==> config.mk <==
export PLATFORM = sky130hd
export DESIGN_NAME = shot_clock_countdown_controller_core
export DESIGN_NICKNAME = d
export VERILOG_FILES = /design/src/hdl/scc_pkg.sv /design/src/hdl/scc_step.sv /design/src/hdl/shot_clock_countdown_controller_core.sv
export SDC_FILE = /design/constraint.sdc
export NUM_CORES = 1
export LEC_CHECK = 0
export BUFFER_PORTS_ARGS = -buffer_cell sky130_fd_sc_hd__buf_2
export CAP_MARGIN = 20
export CORE_AREA = 8 8 107 109
export DETAILED_ROUTE_END_ITERATION = 6
export DIE_AREA = 0 0 115 117
export PLACE_DENSITY = 0.75
export SLEW_MARGIN = 10
export SYNTH_ARGS = -nofsm -noshare
export SYNTH_HDL_FRONTEND = slang
export SYNTH_SLANG_ARGS = --single-unit
==> constraint.sdc <==
create_clock -name aclk -period 7.5 [get_ports aclk]
set_input_delay 2.25 -clock aclk [delete_from_list [all_inputs] [get_ports aclk]]
set_output_delay 2.25 -clock aclk [all_outputs]
set_load 0.01 [all_outputs]
==> src/hdl/scc_pkg.sv <==
package scc_pkg;

    // group masks, bit0 A, bit1 B, bit2 C, bit3 D
    localparam logic [3:0] GRP_A   = 4'b0001;
    localparam logic [3:0] GRP_B   = 4'b0010;
    localparam logic [3:0] GRP_C   = 4'b0100;
    localparam logic [3:0] GRP_D   = 4'b1000;
    localparam logic [3:0] GRP_AB  = 4'b0011;
    localparam logic [3:0] GRP_CD  = 4'b1100;
    localparam logic [3:0] GRP_ALL = 4'b1111;

    // register reset values
    localparam logic [5:0] PREP_RESET = 6'd10;
    localparam logic [5:0] STEP_RESET = 6'd30;

    // configuration register indexes
    localparam logic CFG_PREP_SECONDS  = 1'b0;
    localparam logic CFG_DURATION_STEP = 1'b1;

    // item kinds
    localparam logic ACT_TICK = 1'b0;
    localparam logic ACT_KEY  = 1'b1;

    // key function codes
    localparam logic [3:0] KEY_NONE     = 4'd0;
    localparam logic [3:0] KEY_DUR1     = 4'd1;
    localparam logic [3:0] KEY_DUR2     = 4'd2;
    localparam logic [3:0] KEY_DUR3     = 4'd3;
    localparam logic [3:0] KEY_DUR4     = 4'd4;
    localparam logic [3:0] KEY_DUR5     = 4'd5;
    localparam logic [3:0] KEY_DUR6     = 4'd6;
    localparam logic [3:0] KEY_TOG_A    = 4'd7;
    localparam logic [3:0] KEY_TOG_B    = 4'd8;
    localparam logic [3:0] KEY_TOG_C    = 4'd9;
    localparam logic [3:0] KEY_TOG_D    = 4'd10;
    localparam logic [3:0] KEY_TOG_AB   = 4'd11;
    localparam logic [3:0] KEY_TOG_CD   = 4'd12;
    localparam logic [3:0] KEY_TOG_ALL  = 4'd13;
    localparam logic [3:0] KEY_START    = 4'd14;
    localparam logic [3:0] KEY_RESET    = 4'd15;

    typedef struct packed {
        logic       busy;
        logic       run;
        logic [8:0] round_length;
        logic [8:0] remaining;
        logic [5:0] prep_left;
        logic [3:0] groups;
    } scc_state_t;

    typedef struct packed {
        logic       busy_res;
        logic       running;
        logic       in_prep;
        logic [8:0] shown_seconds;
        logic [3:0] group_mask;
        logic       round_ended;
    } scc_result_t;

    // keypad position to function code
    function automatic logic [3:0] key_code(input logic [3:0] key_index);
        logic [3:0] code;
        case (key_index)
            4'd0:    code = KEY_DUR1;
            4'd1:    code = KEY_DUR2;
            4'd2:    code = KEY_DUR3;
            4'd3:    code = KEY_START;
            4'd4:    code = KEY_DUR4;
            4'd5:    code = KEY_DUR5;
            4'd6:    code = KEY_DUR6;
            4'd7:    code = KEY_RESET;
            4'd8:    code = KEY_TOG_AB;
            4'd9:    code = KEY_TOG_CD;
            4'd10:   code = KEY_TOG_ALL;
            4'd11:   code = KEY_NONE;
            4'd12:   code = KEY_TOG_A;
            4'd13:   code = KEY_TOG_B;
            4'd14:   code = KEY_TOG_C;
            default: code = KEY_TOG_D;
        endcase
        return code;
    endfunction

    // clear all bits if any is set, else set all
    function automatic logic [3:0] toggle_groups(input logic [3:0] g, input logic [3:0] bits);
        logic [3:0] r;
        if ((g & bits) != 4'b0000) begin
            r = g & ~bits;
        end else begin
            r = g | bits;
        end
        return r;
    endfunction

    // only exact AB and CD are exchanged
    function automatic logic [3:0] swap_groups(input logic [3:0] g);
        logic [3:0] r;
        if (g == GRP_AB) begin
            r = GRP_CD;
        end else if (g == GRP_CD) begin
            r = GRP_AB;
        end else begin
            r = g;
        end
        return r;
    endfunction

endpackage

==> src/hdl/scc_step.sv <==
module scc_step
    import scc_pkg::*;
(
    input  scc_state_t  cur,
    input  logic        action,
    input  logic [3:0]  key_index,
    input  logic        link_ok,
    input  logic [5:0]  prep_seconds,
    input  logic [5:0]  duration_step,
    output scc_state_t  nxt,
    output scc_result_t res
);

    logic [3:0] code;
    logic [8:0] product;
    logic       ended;

    assign code    = key_code(key_index);
    assign product = {5'b00000, code} * {3'b000, duration_step};

    // next state for one item
    always_comb begin
        nxt   = cur;
        ended = 1'b0;
        if (action == ACT_KEY) begin
            if (link_ok) begin
                if (!cur.busy) begin
                    case (code)
                        KEY_DUR1, KEY_DUR2, KEY_DUR3,
                        KEY_DUR4, KEY_DUR5, KEY_DUR6: begin
                            nxt.round_length = product;
                            nxt.remaining    = product;
                        end
                        KEY_TOG_A:   nxt.groups = toggle_groups(cur.groups, GRP_A);
                        KEY_TOG_B:   nxt.groups = toggle_groups(cur.groups, GRP_B);
                        KEY_TOG_C:   nxt.groups = toggle_groups(cur.groups, GRP_C);
                        KEY_TOG_D:   nxt.groups = toggle_groups(cur.groups, GRP_D);
                        KEY_TOG_AB:  nxt.groups = toggle_groups(cur.groups, GRP_AB);
                        KEY_TOG_CD:  nxt.groups = toggle_groups(cur.groups, GRP_CD);
                        KEY_TOG_ALL: nxt.groups = toggle_groups(cur.groups, GRP_ALL);
                        KEY_START: begin
                            nxt.run  = 1'b1;
                            nxt.busy = 1'b1;
                        end
                        KEY_RESET: begin
                            nxt.round_length = 9'd0;
                            nxt.remaining    = 9'd0;
                            nxt.prep_left    = prep_seconds;
                        end
                        default: begin
                        end
                    endcase
                end else if (code == KEY_START) begin
                    nxt.run = !cur.run;
                end else if (code == KEY_RESET && !cur.run) begin
                    // reload while stopped
                    nxt.remaining = cur.round_length;
                    nxt.prep_left = prep_seconds;
                    nxt.groups    = swap_groups(cur.groups);
                    nxt.busy      = 1'b0;
                end
            end
        end else if (cur.busy && cur.run) begin
            // tick while running
            if (cur.remaining == 9'd0) begin
                nxt.run       = 1'b0;
                nxt.remaining = cur.round_length;
                nxt.prep_left = prep_seconds;
                nxt.groups    = swap_groups(cur.groups);
                nxt.busy      = 1'b0;
                ended         = 1'b1;
            end else if (cur.prep_left == 6'd0) begin
                nxt.remaining = cur.remaining - 9'd1;
            end else begin
                nxt.prep_left = cur.prep_left - 6'd1;
            end
        end
    end

    // status seen after the item
    always_comb begin
        res.busy_res      = nxt.busy;
        res.running       = nxt.run;
        res.in_prep       = nxt.busy && (nxt.prep_left != 6'd0);
        res.shown_seconds = res.in_prep ? {3'b000, nxt.prep_left} : nxt.remaining;
        res.group_mask    = nxt.groups;
        res.round_ended   = ended;
    end

endmodule

==> src/hdl/shot_clock_countdown_controller_core.sv <==
// Shot clock countdown controller: every item (a one-second tick or a keypad
// press) yields exactly one status item. An item is taken in every cycle
// while the result register is empty or being drained, and its status
// appears on the m_ side in the cycle after acceptance; the single registered
// state-update stage sets this rate of one item per clock. Configuration
// writes take effect at the next duration key, reload or idle reset, not on a running count.
module shot_clock_countdown_controller_core
    import scc_pkg::*;
(
    input  logic       aclk,
    input  logic       aresetn,

    input  logic       cfg_wr_en,
    input  logic       cfg_index,
    input  logic [5:0] cfg_wdata,

    input  logic       s_valid,
    output logic       s_ready,
    input  logic       s_action,
    input  logic [3:0] s_key_index,
    input  logic       s_link_ok,

    output logic       m_valid,
    input  logic       m_ready,
    output logic       m_busy_res,
    output logic       m_running,
    output logic       m_in_prep,
    output logic [8:0] m_shown_seconds,
    output logic [3:0] m_group_mask,
    output logic       m_round_ended
);

    logic [5:0]  prep_seconds_reg;
    logic [5:0]  duration_step_reg;
    scc_state_t  state_reg;
    scc_state_t  state_next;
    scc_result_t result_reg;
    scc_result_t result_next;
    logic        m_valid_reg;
    logic        accept;

    assign s_ready = !m_valid_reg || m_ready;
    assign accept  = s_valid && s_ready;

    // configuration registers
    always_ff @(posedge aclk) begin
        if (!aresetn) begin
            prep_seconds_reg  <= PREP_RESET;
            duration_step_reg <= STEP_RESET;
        end else if (cfg_wr_en) begin
            case (cfg_index)
                CFG_PREP_SECONDS:  prep_seconds_reg  <= cfg_wdata;
                CFG_DURATION_STEP: duration_step_reg <= cfg_wdata;
                default: begin
                end
            endcase
        end
    end

    scc_step u_step (
        .cur           (state_reg),
        .action        (s_action),
        .key_index     (s_key_index),
        .link_ok       (s_link_ok),
        .prep_seconds  (prep_seconds_reg),
        .duration_step (duration_step_reg),
        .nxt           (state_next),
        .res           (result_next)
    );

    // controller state, updated once per item
    always_ff @(posedge aclk) begin
        if (!aresetn) begin
            state_reg.busy         <= 1'b0;
            state_reg.run          <= 1'b0;
            state_reg.round_length <= 9'd0;
            state_reg.remaining    <= 9'd0;
            state_reg.prep_left    <= PREP_RESET;
            state_reg.groups       <= GRP_ALL;
        end else if (accept) begin
            state_reg <= state_next;
        end
    end

    // result register
    always_ff @(posedge aclk) begin
        if (!aresetn) begin
            m_valid_reg <= 1'b0;
        end else if (accept) begin
            m_valid_reg <= 1'b1;
        end else if (m_ready) begin
            m_valid_reg <= 1'b0;
        end
    end

    always_ff @(posedge aclk) begin
        if (accept) begin
            result_reg <= result_next;
        end
    end

    assign m_valid         = m_valid_reg;
    assign m_busy_res      = result_reg.busy_res;
    assign m_running       = result_reg.running;
    assign m_in_prep       = result_reg.in_prep;
    assign m_shown_seconds = result_reg.shown_seconds;
    assign m_group_mask    = result_reg.group_mask;
    assign m_round_ended   = result_reg.round_ended;

`ifndef SYNTH
    // the clock only runs inside a round
    a_run_needs_busy: assert property (@(posedge aclk) disable iff (!aresetn)
        state_reg.run |-> state_reg.busy)
        else $error("run flag set while idle");

    // state moves only with an accepted item
    a_state_holds: assert property (@(posedge aclk) disable iff (!aresetn)
        !accept |=> $stable(state_reg))
        else $error("state changed without an item");

    // a round end leaves the block idle and stopped
    a_end_idle: assert property (@(posedge aclk) disable iff (!aresetn)
        (m_valid_reg && result_reg.round_ended) |-> (!result_reg.busy_res && !result_reg.running))
        else $error("round ended but still busy");

    // prep is shown only inside a round
    a_prep_busy: assert property (@(posedge aclk) disable iff (!aresetn)
        (m_valid_reg && result_reg.in_prep) |-> result_reg.busy_res)
        else $error("prep shown while idle");

    // result mirrors the state it was taken from
    a_result_groups: assert property (@(posedge aclk) disable iff (!aresetn)
        accept |=> (result_reg.group_mask == state_reg.groups
                    && result_reg.busy_res == state_reg.busy))
        else $error("result does not match state");
`endif

endmodule

Word-level counts from Yosys, hierarchy flattened
Memories as Yosys holds them, arrays and structs flattened. Index checks and enable logic that the tools add are counted.

Register bits: 60. Bits in read-only memories: 64. Bits of input ports: 18. Output and inout bits: 19. Word-level logic and storage cells: 95. Memories: 1.

Add/sub/neg operators: 2. $mul: 1. Equal/unequal tests: 17. Muxes and demuxes: 35. Bitwise operators: 3. Reduce and logical (&&, ||, !) cells: 20.

Memory list: (no name shown) (words 16, bits a word 4, read ports 1, clocked after Yosys merged registers in 0, write ports 0, RTL line scc_pkg.sv:63) `case (key_index)`.

Operators with widths (count): $mux 19 (5); $eq 4x4->1 const B (9); $pmux 18 s2 (1); $mux 30 (1); $pmux 4 s7 (1); $mux 4 (6); $mux 6 (3); $mux 9 (2); $eq 4x3->1 const B (4); $mux 15 (1); $mux 2 (7); $eq 4x2->1 const B (3); $reduce_bool 4->1 (3); $logic_not 9->1 (1); $mul 4x6->9 (1); $sub 9x1->9 const B (1); $mux 1 (7); $logic_not 6->1 (1); $reduce_bool 6->1 (1); $reduce_or 6->1 (1); $sub 6x1->6 const B (1); $reduce_and 5->1 (1); $eq 4x1->1 const B (1); $logic_and 1x1->1 (4); 7 further kinds (12).

Longest topological paths before layout
Gate-level depths: netlist of the first run.

Word-level depth: 11. Mapped depth: 19. Mapped depth without buffers: 18.

Hierarchy
Synthesis of the first run repeated with hierarchy kept, for this count alone.

Cell total of the unflattened synthesis: 659. Area, all modules: 5207.5 sq um.

By module, submodules not included: scc_step (times used 1, cells each 451, area each 3004.1 sq um, sequential area each 0.0 sq um); shot_clock_countdown_controller_core (times used 1, cells each 208, area each 2203.4 sq um, sequential area each 1371.3 sq um).

Worst setup path before layout of the first run
No wires, ideal clock.

Path kind: input to register. From: input port s_key_index[0]. To: register result_reg, in the netlist m_shown_seconds[7], data pin. Library setup time: 0.139 ns. Arrival time: 6.198 ns. Data required time: 7.361 ns. Setup slack: 1.163 ns. Stages: 18. Buffers on the path: 1. Cell sequence: inv_1 ha_1 inv_1 mux4_2 clkbuf_1 and2_1 fa_1 inv_1 fa_1 inv_1 ha_1 a21oi_1 or4b_2 o2111ai_1 a32oi_1 o221ai_1 o21ai_0 nor2_1.

Cells in the longest elaborated chain, start to end: 10. Elaborated cells on any way between the ends: 26. Classes of those cells: mul (1); eq/ne (8); mux (12); reduce/logical (4); memory (1).

Ends and longest elaborated chain: start: declaration (RTL line shot_clock_countdown_controller_core.sv:20) `input logic [3:0] s_key_index,`; $mem_v2 16x4 (*); parallel branches: the longest is 5 deep, another holds $mul 4x6->9; $mux 30 (*) (RTL line scc_step.sv:26) `if (link_ok) begin`; $mux 19 (RTL line scc_step.sv:25) `if (action == ACT_KEY) begin`; $reduce_bool 6->1 (RTL line scc_step.sv:84) `res.in_prep = nxt.busy && (nxt.prep_left != 6'd0);`; $logic_and 1x1->1 (RTL line scc_step.sv:84); end signal: assignment (RTL line shot_clock_countdown_controller_core.sv:98) `result_reg <= result_next;`; end: declaration (RTL line shot_clock_countdown_controller_core.sv:37) `scc_result_t result_reg;`.

Every way passes the cells marked *. A chain may end at the register's enable or synchronous reset.

Worst setup path in the final report of the first run
From: input port s_key_index[0]. To: register state_reg[17] (netlist name).

Cells in the longest elaborated chain, start to end: 8. Elaborated cells on any way between the ends: 18. Classes of those cells: mul (1); eq/ne (8); mux (6); reduce/logical (2); memory (1).

Ends and longest elaborated chain: $mem_v2 16x4 (*); parallel branches: the longest is 4 deep, another holds $mul 4x6->9; $mux 19 (*) (RTL line scc_step.sv:27) `if (!cur.busy) begin`; $mux 30 (*) (RTL line scc_step.sv:26); $mux 19 (*) (RTL line scc_step.sv:25); end signal: assignment (RTL line shot_clock_countdown_controller_core.sv:81) `state_reg <= state_next;`; end: declaration (RTL line shot_clock_countdown_controller_core.sv:35) `scc_state_t state_reg;`.

Marks and branches as above.

==> results of run 1 <==
[path summary, 6_finish.rpt]
path,slack [ps],end,from,depth (start not counted)
setup / recovery,980,state_reg[17]$_SDFFE_PN0P_,s_key_index[0],18
hold reg to reg,490,state_reg[26]$_SDFFE_PN0P_,state_reg[26]$_SDFFE_PN0P_,2
hold / removal,490,state_reg[26]$_SDFFE_PN0P_,state_reg[26]$_SDFFE_PN0P_,2
setup reg to reg,3750,state_reg[17]$_SDFFE_PN0P_,duration_step_reg[0]$_SDFFE_PN0P_,13
[critical path: cells and delay by family]
family                   cells  cell delay (ps)
AO/OA/AOI/OAI                7             1100
adder cells (fa/ha/maj)      4             1630
buffers and inverters        3              280
multiplexers                 2              700
AND/OR/NAND/NOR              2              810
[routing by layer]
| metal | up-vias | routed length [um] |
|---|---|---|
| met5 | - | 0 |
| met4 | 0 | 548 |
| met3 | 43 | 1142 |
| met2 | 255 | 5902 |
| met1 | 2187 | 5517 |
| li1 | 2268 | - |
[placed cells by master, fill, tap and decap left out, types with 4 or more instances in the layout]
master | netlist | layout
clkbuf_8 | 0 | 10
nor4_1 | 4 | 4
o31ai_1 | 7 | 7
nand3_1 | 18 | 18
nor2b_1 | 17 | 17
and2_1 | 21 | 21
dfxtp_1 | 43 | 43
mux2i_1 | 5 | 5
a41oi_1 | 5 | 5
buf_2 | 1 | 36
a221oi_1 | 6 | 6
inv_1 | 38 | 38
nor2_1 | 53 | 53
a21boi_0 | 13 | 13
a22oi_1 | 7 | 7
a211oi_1 | 6 | 6
edfxtp_1 | 17 | 17
a31oi_1 | 13 | 13
a21oi_1 | 30 | 30
o21ai_0 | 33 | 33
o21ai_1 | 4 | 4
nand2b_1 | 5 | 5
a21o_1 | 5 | 5
xnor2_1 | 7 | 7
nand2_1 | 100 | 100
o22a_1 | 4 | 4
fa_1 | 8 | 8
buf_4 | 2 | 4
nor3_1 | 15 | 15
ha_1 | 20 | 20
o22ai_1 | 5 | 5
a221o_1 | 4 | 4
nor3b_1 | 5 | 5
[layout make-up]
class / count / area, sq um
Fill cell: 968 / 4727
Multi-Input combinational cell: 484 / 3093
Sequential cell: 60 / 1371
Timing Repair Buffer: 40 / 210.2
Clock buffer: 13 / 170.2
Tap cell: 136 / 170.2
Inverter: 39 / 146.4
Clock inverter: 3 / 18.77
[metrics by stage]
step	worst slack, ps	total power, W
5_1_grt	801.0	0.001090
2_1_floorplan	1163	0.0006688
3_3_place_gp	909.1	0.0007392
3_5_place_dp	666.2	0.0007500
6_report	980.8	0.001029
4_1_cts	1020	0.001027
[cells by family (layout without fill, tap and decap cells)]
kind of cell / after synthesis / in the layout / share of synthesized area, %
AO/OA/AOI/OAI: 182 / 182 / 26.64
XOR/XNOR: 9 / 9 / 1.642
adder cells (fa/ha/maj): 28 / 28 / 8.550
buffers and inverters: 79 / 95 / 6.986
flip-flops: 60 / 60 / 28.57
multiplexers: 8 / 8 / 2.033
AND/OR/NAND/NOR: 257 / 257 / 25.57
[power by group through the flow]
stage	Combinational, W	Clock (W)	Sequential [W]
after floorplan	0.000287	0	0.000382
after global placement	0.000354	0	0.000385
after detailed placement	0.000364	0	0.000386
after CTS	0.000366	0.000282	0.000379
after global routing	0.000413	0.000295	0.000383
final	0.000370	0.000279	0.000380
[Yosys cell counts (4+ instances only)]
master and count:
o31ai_1 7, xnor2_1 7, o22ai_1 5, nor2b_1 17
nor3b_1 5, nor2_1 53, fa_1 8, a211oi_1 6
nand2b_1 5, o21ai_0 33, and2_1 21, ha_1 20
clkbuf_1 33, nand2_1 100, edfxtp_1 17, dfxtp_1 43
buf_6 4, mux2i_1 5, a31oi_1 13, o21ai_1 4
a41oi_1 5, a221o_1 4, o22a_1 4, nor4_1 4
a22oi_1 7, a21oi_1 30, a221oi_1 6, a21boi_0 13
nand3_1 18, a21o_1 5, inv_1 38, nor3_1 15
==> results.yml, run 1 <==
power_and_ir_drop:
  switching_share_pct: 36.83
  p_per_area_nw_per_um2: 198.7
  switchingPower_w: 0.0003791
  pwr-share-seq_pct: 36.9
  p_comb_share_pct: 36.0
  intPower_w: 0.0006504
  clkPwrFrac_pct: 27.1
  max-vdd-ir-drop_mv: 0.06527
  leakagePower_nw: 2.013
grt:
  met1_usage_pct: 24.47
  grt_pass1_wl_um: 21350
  grt_use_total_pct: 19.81
  busiest_layer: "met2"
  grt_max_degree: 45
  antenna_found_initial: 0
  grt-ovfl-total: 0
  use_met2_pct: 30.90
  met3_usage_pct: 4.618
  first_global_vias: 4302
clocking:
  cts_made_buffers: 9
  clk_pin_slew_ps: 70
  ctsHtreeMaxLevel: 3
  clk_latency_ps: 360
  post_cts_resized: 0
  cts_hold_buf: 0
  clk_path_buf_depth: 2
  cts_setup_buffers: 0
  root_buffer: "clkbuf_8"
  cts_tree: "done"
  clkSinkCount: 60
sta:
  min_period_ps: 6519
  relSlewSlack_pct: 27.23
  drv_slew: 0
  max_clock_freq_ghz: 0.1534
  fin_crit_sh_pct: 86.92
  skew_ps: 16.90
  setup_tns_ps: 0
  worstMarginPinSlew_ps: 1064
  setup-violations-final: 0
  hold_viol_final: 0
  whs_ps: 493.0
  rsz0062_at_grt: "no"
synthesis:
  ys_warn_count: 0
  syn_area_sq_um: 4800
  synthCells: 623
  synth_nets: 669
  synth-seq-cells: 60
  synth.top_cells.by_area: "dfxtp_1, edfxtp_1, nand2_1, ha_1, nor2_1"
  ys_async_sr_fraction_pct: 0
  netlist.area_leader.share_pct: 17.94
  synth_edf_count: 17
  avgSynthCellArea_sq_um: 7.704
  synthFlopType: "dfxtp_1"
  synth_cell_type_count: 75
  seq_area_frac_synth_pct: 28.57
  synth_top_cell_by_area: "dfxtp_1"
setup_path:
  crit_fanout: 18
  cp.arrival_ps: 6790
  cp-end-kind: "flop"
  slowest_stage: "or4b_2"
  worstSetupStartpointType: "input port"
  max_stage_delay_ps: 620
  crit_chain: "buf_2 -> inv_1 -> ha_1 -> mux2i_1 -> mux2i_2 -> nand2_1 -> fa_1 -> inv_1 -> fa_1 -> ha_1 -> a21o_1 -> a21oi_1 -> or4b_2 -> o2111ai_1 -> a32oi_1 -> o221ai_1 -> o21ai_0 -> o21ai_0"
  crit_required_ps: 7770
  crit_type: "input port to flop"
final_layout:
  fin_cells: 775
  n_antenna_cell: 0
  syn2layout_area_growth_pct: 7.925
  postLayoutCoreUtil_pct: 52.29
  drive_above_1_share_pct: 10.64
  final_nets: 680
  design_area_sq_um: 5180
  largest_register_ffs: 30
place:
  io_buffers: 36
  place_area_sq_um: 4991
  dp.cells: 759
  dp_hpwl_um: 9661
  gp_congestion: 0.8761
detailed_routing:
  via_per_inst: 6.133
  totalWireLength_um: 13110
  ant_nets: 0
  drtIter0Drc: 421
  drcViolationCount: 0
  routedWlPerCell_um: 16.92
  first_pass_iters: 5
  num_vias: 4753
die:
  die_area_sq_um: 13460
  die_w_um: 115
  rows: 37
  io_pins: 37
  core_area_sq_um: 9907
  initial_core_util_pct: 48.45
  die_h_um: 117
status:
  outcome: "finished clean"
hold_path:
  min_path_type: "flop to flop"
run:
  drv_cap: 0
No activity file was read; power rests on OpenSTA's default activity.
==> inputs of run 2 (changes only) <==
--- a/config.mk
+++ b/config.mk
@@ -7,10 +7,10 @@
 export LEC_CHECK = 0
 export BUFFER_PORTS_ARGS = -buffer_cell sky130_fd_sc_hd__buf_2
 export CAP_MARGIN = 20
-export CORE_AREA = 8 8 107 109
+export CORE_AREA = 8 8 113 115
 export DETAILED_ROUTE_END_ITERATION = 6
-export DIE_AREA = 0 0 115 117
-export PLACE_DENSITY = 0.75
+export DIE_AREA = 0 0 121 123
+export PLACE_DENSITY = 0.68
 export SLEW_MARGIN = 10
 export SYNTH_ARGS = -nofsm -noshare
 export SYNTH_HDL_FRONTEND = slang
==> results.yml, run 2 (same netlist as run 1, synthesis figures left out) <==
final_layout:
  drive_above_1_share_pct: 10.95
  layout_commonest_cell: "nand2_1"
  multi_input_area_sq_um: 3093
  syn2layout_area_growth_pct: 11.16
  design_area_sq_um: 5335
  fillers: 1105
  final_nets: 680
  n_antenna_cell: 0
  layout_common_cells: "nand2_1, nor2_1, dfxtp_1"
  largest_register_ffs: 30
  seqCellArea_sq_um: 1371
status:
  outcome: "finished clean"
sta:
  fin_crit_sh_pct: 86.30
  relSlewSlack_pct: 33.44
  skew_ps: 5.545
  rsz0062_at_grt: "no"
  hold_viol_final: 0
  max_clock_freq_ghz: 0.1545
  worstMarginPinSlew_ps: 990.7
  setup_tns_ps: 0
  setup-violations-final: 0
  min_period_ps: 6473
  drv_slew: 0
  setup_ws_ps: 1027
setup_path:
  crit_type: "input port to flop"
  cp-end-kind: "flop"
  cp.arrival_ps: 6660
  crit_required_ps: 7680
  worstSetupStartpointType: "input port"
  crit_fanout: 18
detailed_routing:
  routedWlPerCell_um: 17.13
  via_per_inst: 5.969
  totalWireLength_um: 13390
  drtIter0Drc: 410
  ant_nets: 0
  first_pass_iters: 6
  num_vias: 4668
  drcViolationCount: 0
grt:
  antenna_found_initial: 0
  grt-ovfl-total: 0
  grt_pass1_wl_um: 21720
  grt_use_total_pct: 18.13
  first_global_vias: 4244
  grt_max_degree: 45
power_and_ir_drop:
  max-vdd-ir-drop_mv: 0.1401
  p_per_area_nw_per_um2: 226.7
  intPower_w: 0.0008018
  pwr-share-seq_pct: 31.5
  switching_share_pct: 33.71
  clkPwrFrac_pct: 37.7
  p_total_w: 0.001210
  switchingPower_w: 0.0004077
  p_comb_share_pct: 30.8
  leakagePower_nw: 2.086
clocking:
  cts_setup_buffers: 0
  clkSinkCount: 60
  ctsHtreeMaxLevel: 3
  cts_hold_buf: 0
  root_buffer: "clkbuf_16"
  clk_latency_ps: 330
  clk_pin_slew_ps: 60
  clk_path_buf_depth: 2
  cts_tree: "done"
  post_cts_resized: 0
  cts_made_buffers: 9
place:
  dp_hpwl_um: 9910
  gp_congestion: 0.8914
  io_buffers: 36
  place_area_sq_um: 5000
  post-place-ws_ps: 727.4
die:
  core_area_sq_um: 11080
  initial_core_util_pct: 43.33
  die_area_sq_um: 14880
  die_w_um: 121
  die_h_um: 123
  io_pins: 37
  rows: 39
hold_path:
  min_path_type: "flop to flop"
run:
  drv_cap: 0
[run 2: metrics by stage]
stage	hold slack [ps]	instances	utilization, %
after detailed placement	486.3	766	45.14
after floorplan	450.9	623	-
after global routing	533.3	782	48.16
final	497.7	782	48.16
after CTS	493.6	782	48.16
after global placement	481.5	766	45.14
[run 2: critical path, stage by stage]
cell,delay [ps]
buf_2,140
inv_1,90
ha_1,300
mux2i_1,80
mux2i_2,620
nand2_1,170
fa_1,540
inv_1,60
fa_1,500
ha_1,300
a21o_1,110
a21oi_1,100
or4b_2,620
o2111ai_1,150
a32oi_1,150
o221ai_1,190
o21ai_0,150
nor2_1,140
[run 2: path summary, 6_finish.rpt]
kind | startpoint | endpoint | slack [ps] | depth (start not counted)
setup / recovery | s_key_index[0] | m_shown_seconds[7]$_SDFFCE_PP0P_ | 1030 | 18
hold / removal | prep_seconds_reg[0]$_SDFFE_PN0P_ | prep_seconds_reg[0]$_SDFFE_PN0P_ | 500 | 2
setup reg to reg | state_reg[10]$_SDFFE_PN0P_ | m_shown_seconds[3]$_DFFE_PP_ | 3680 | 9
hold reg to reg | prep_seconds_reg[0]$_SDFFE_PN0P_ | prep_seconds_reg[0]$_SDFFE_PN0P_ | 500 | 2
[run 2: final cells by class]
class / instances / area share, %
multi-input combinational: 484 / 57.97
sequential: 60 / 25.70
clock buffer: 11 / 5.159
timing repair buffer: 40 / 3.940
tap: 143 / 3.354
inverter: 39 / 2.744
clock inverter: 5 / 1.126
[run 2: layer usage]
layer / GRT usage [%] / wire (um) / share of wire, %
met5: 0 / 0 / 0
met1: 22.88 / 5635 / 42
met2: 30.05 / 6304 / 47
met4: 6.792 / 267 / 2.0
met3: 3.653 / 1185 / 8.8
[run 2: power by group through the flow]
stage | Clock [W] | Combinational (W) | Sequential [W]
floorplan | 0 | 0.000287 | 0.000382
global placement | 0 | 0.000359 | 0.000386
detailed placement | 0 | 0.000367 | 0.000387
CTS | 0.000463 | 0.000370 | 0.000380
global route | 0.000477 | 0.000416 | 0.000384
finish | 0.000456 | 0.000373 | 0.000381
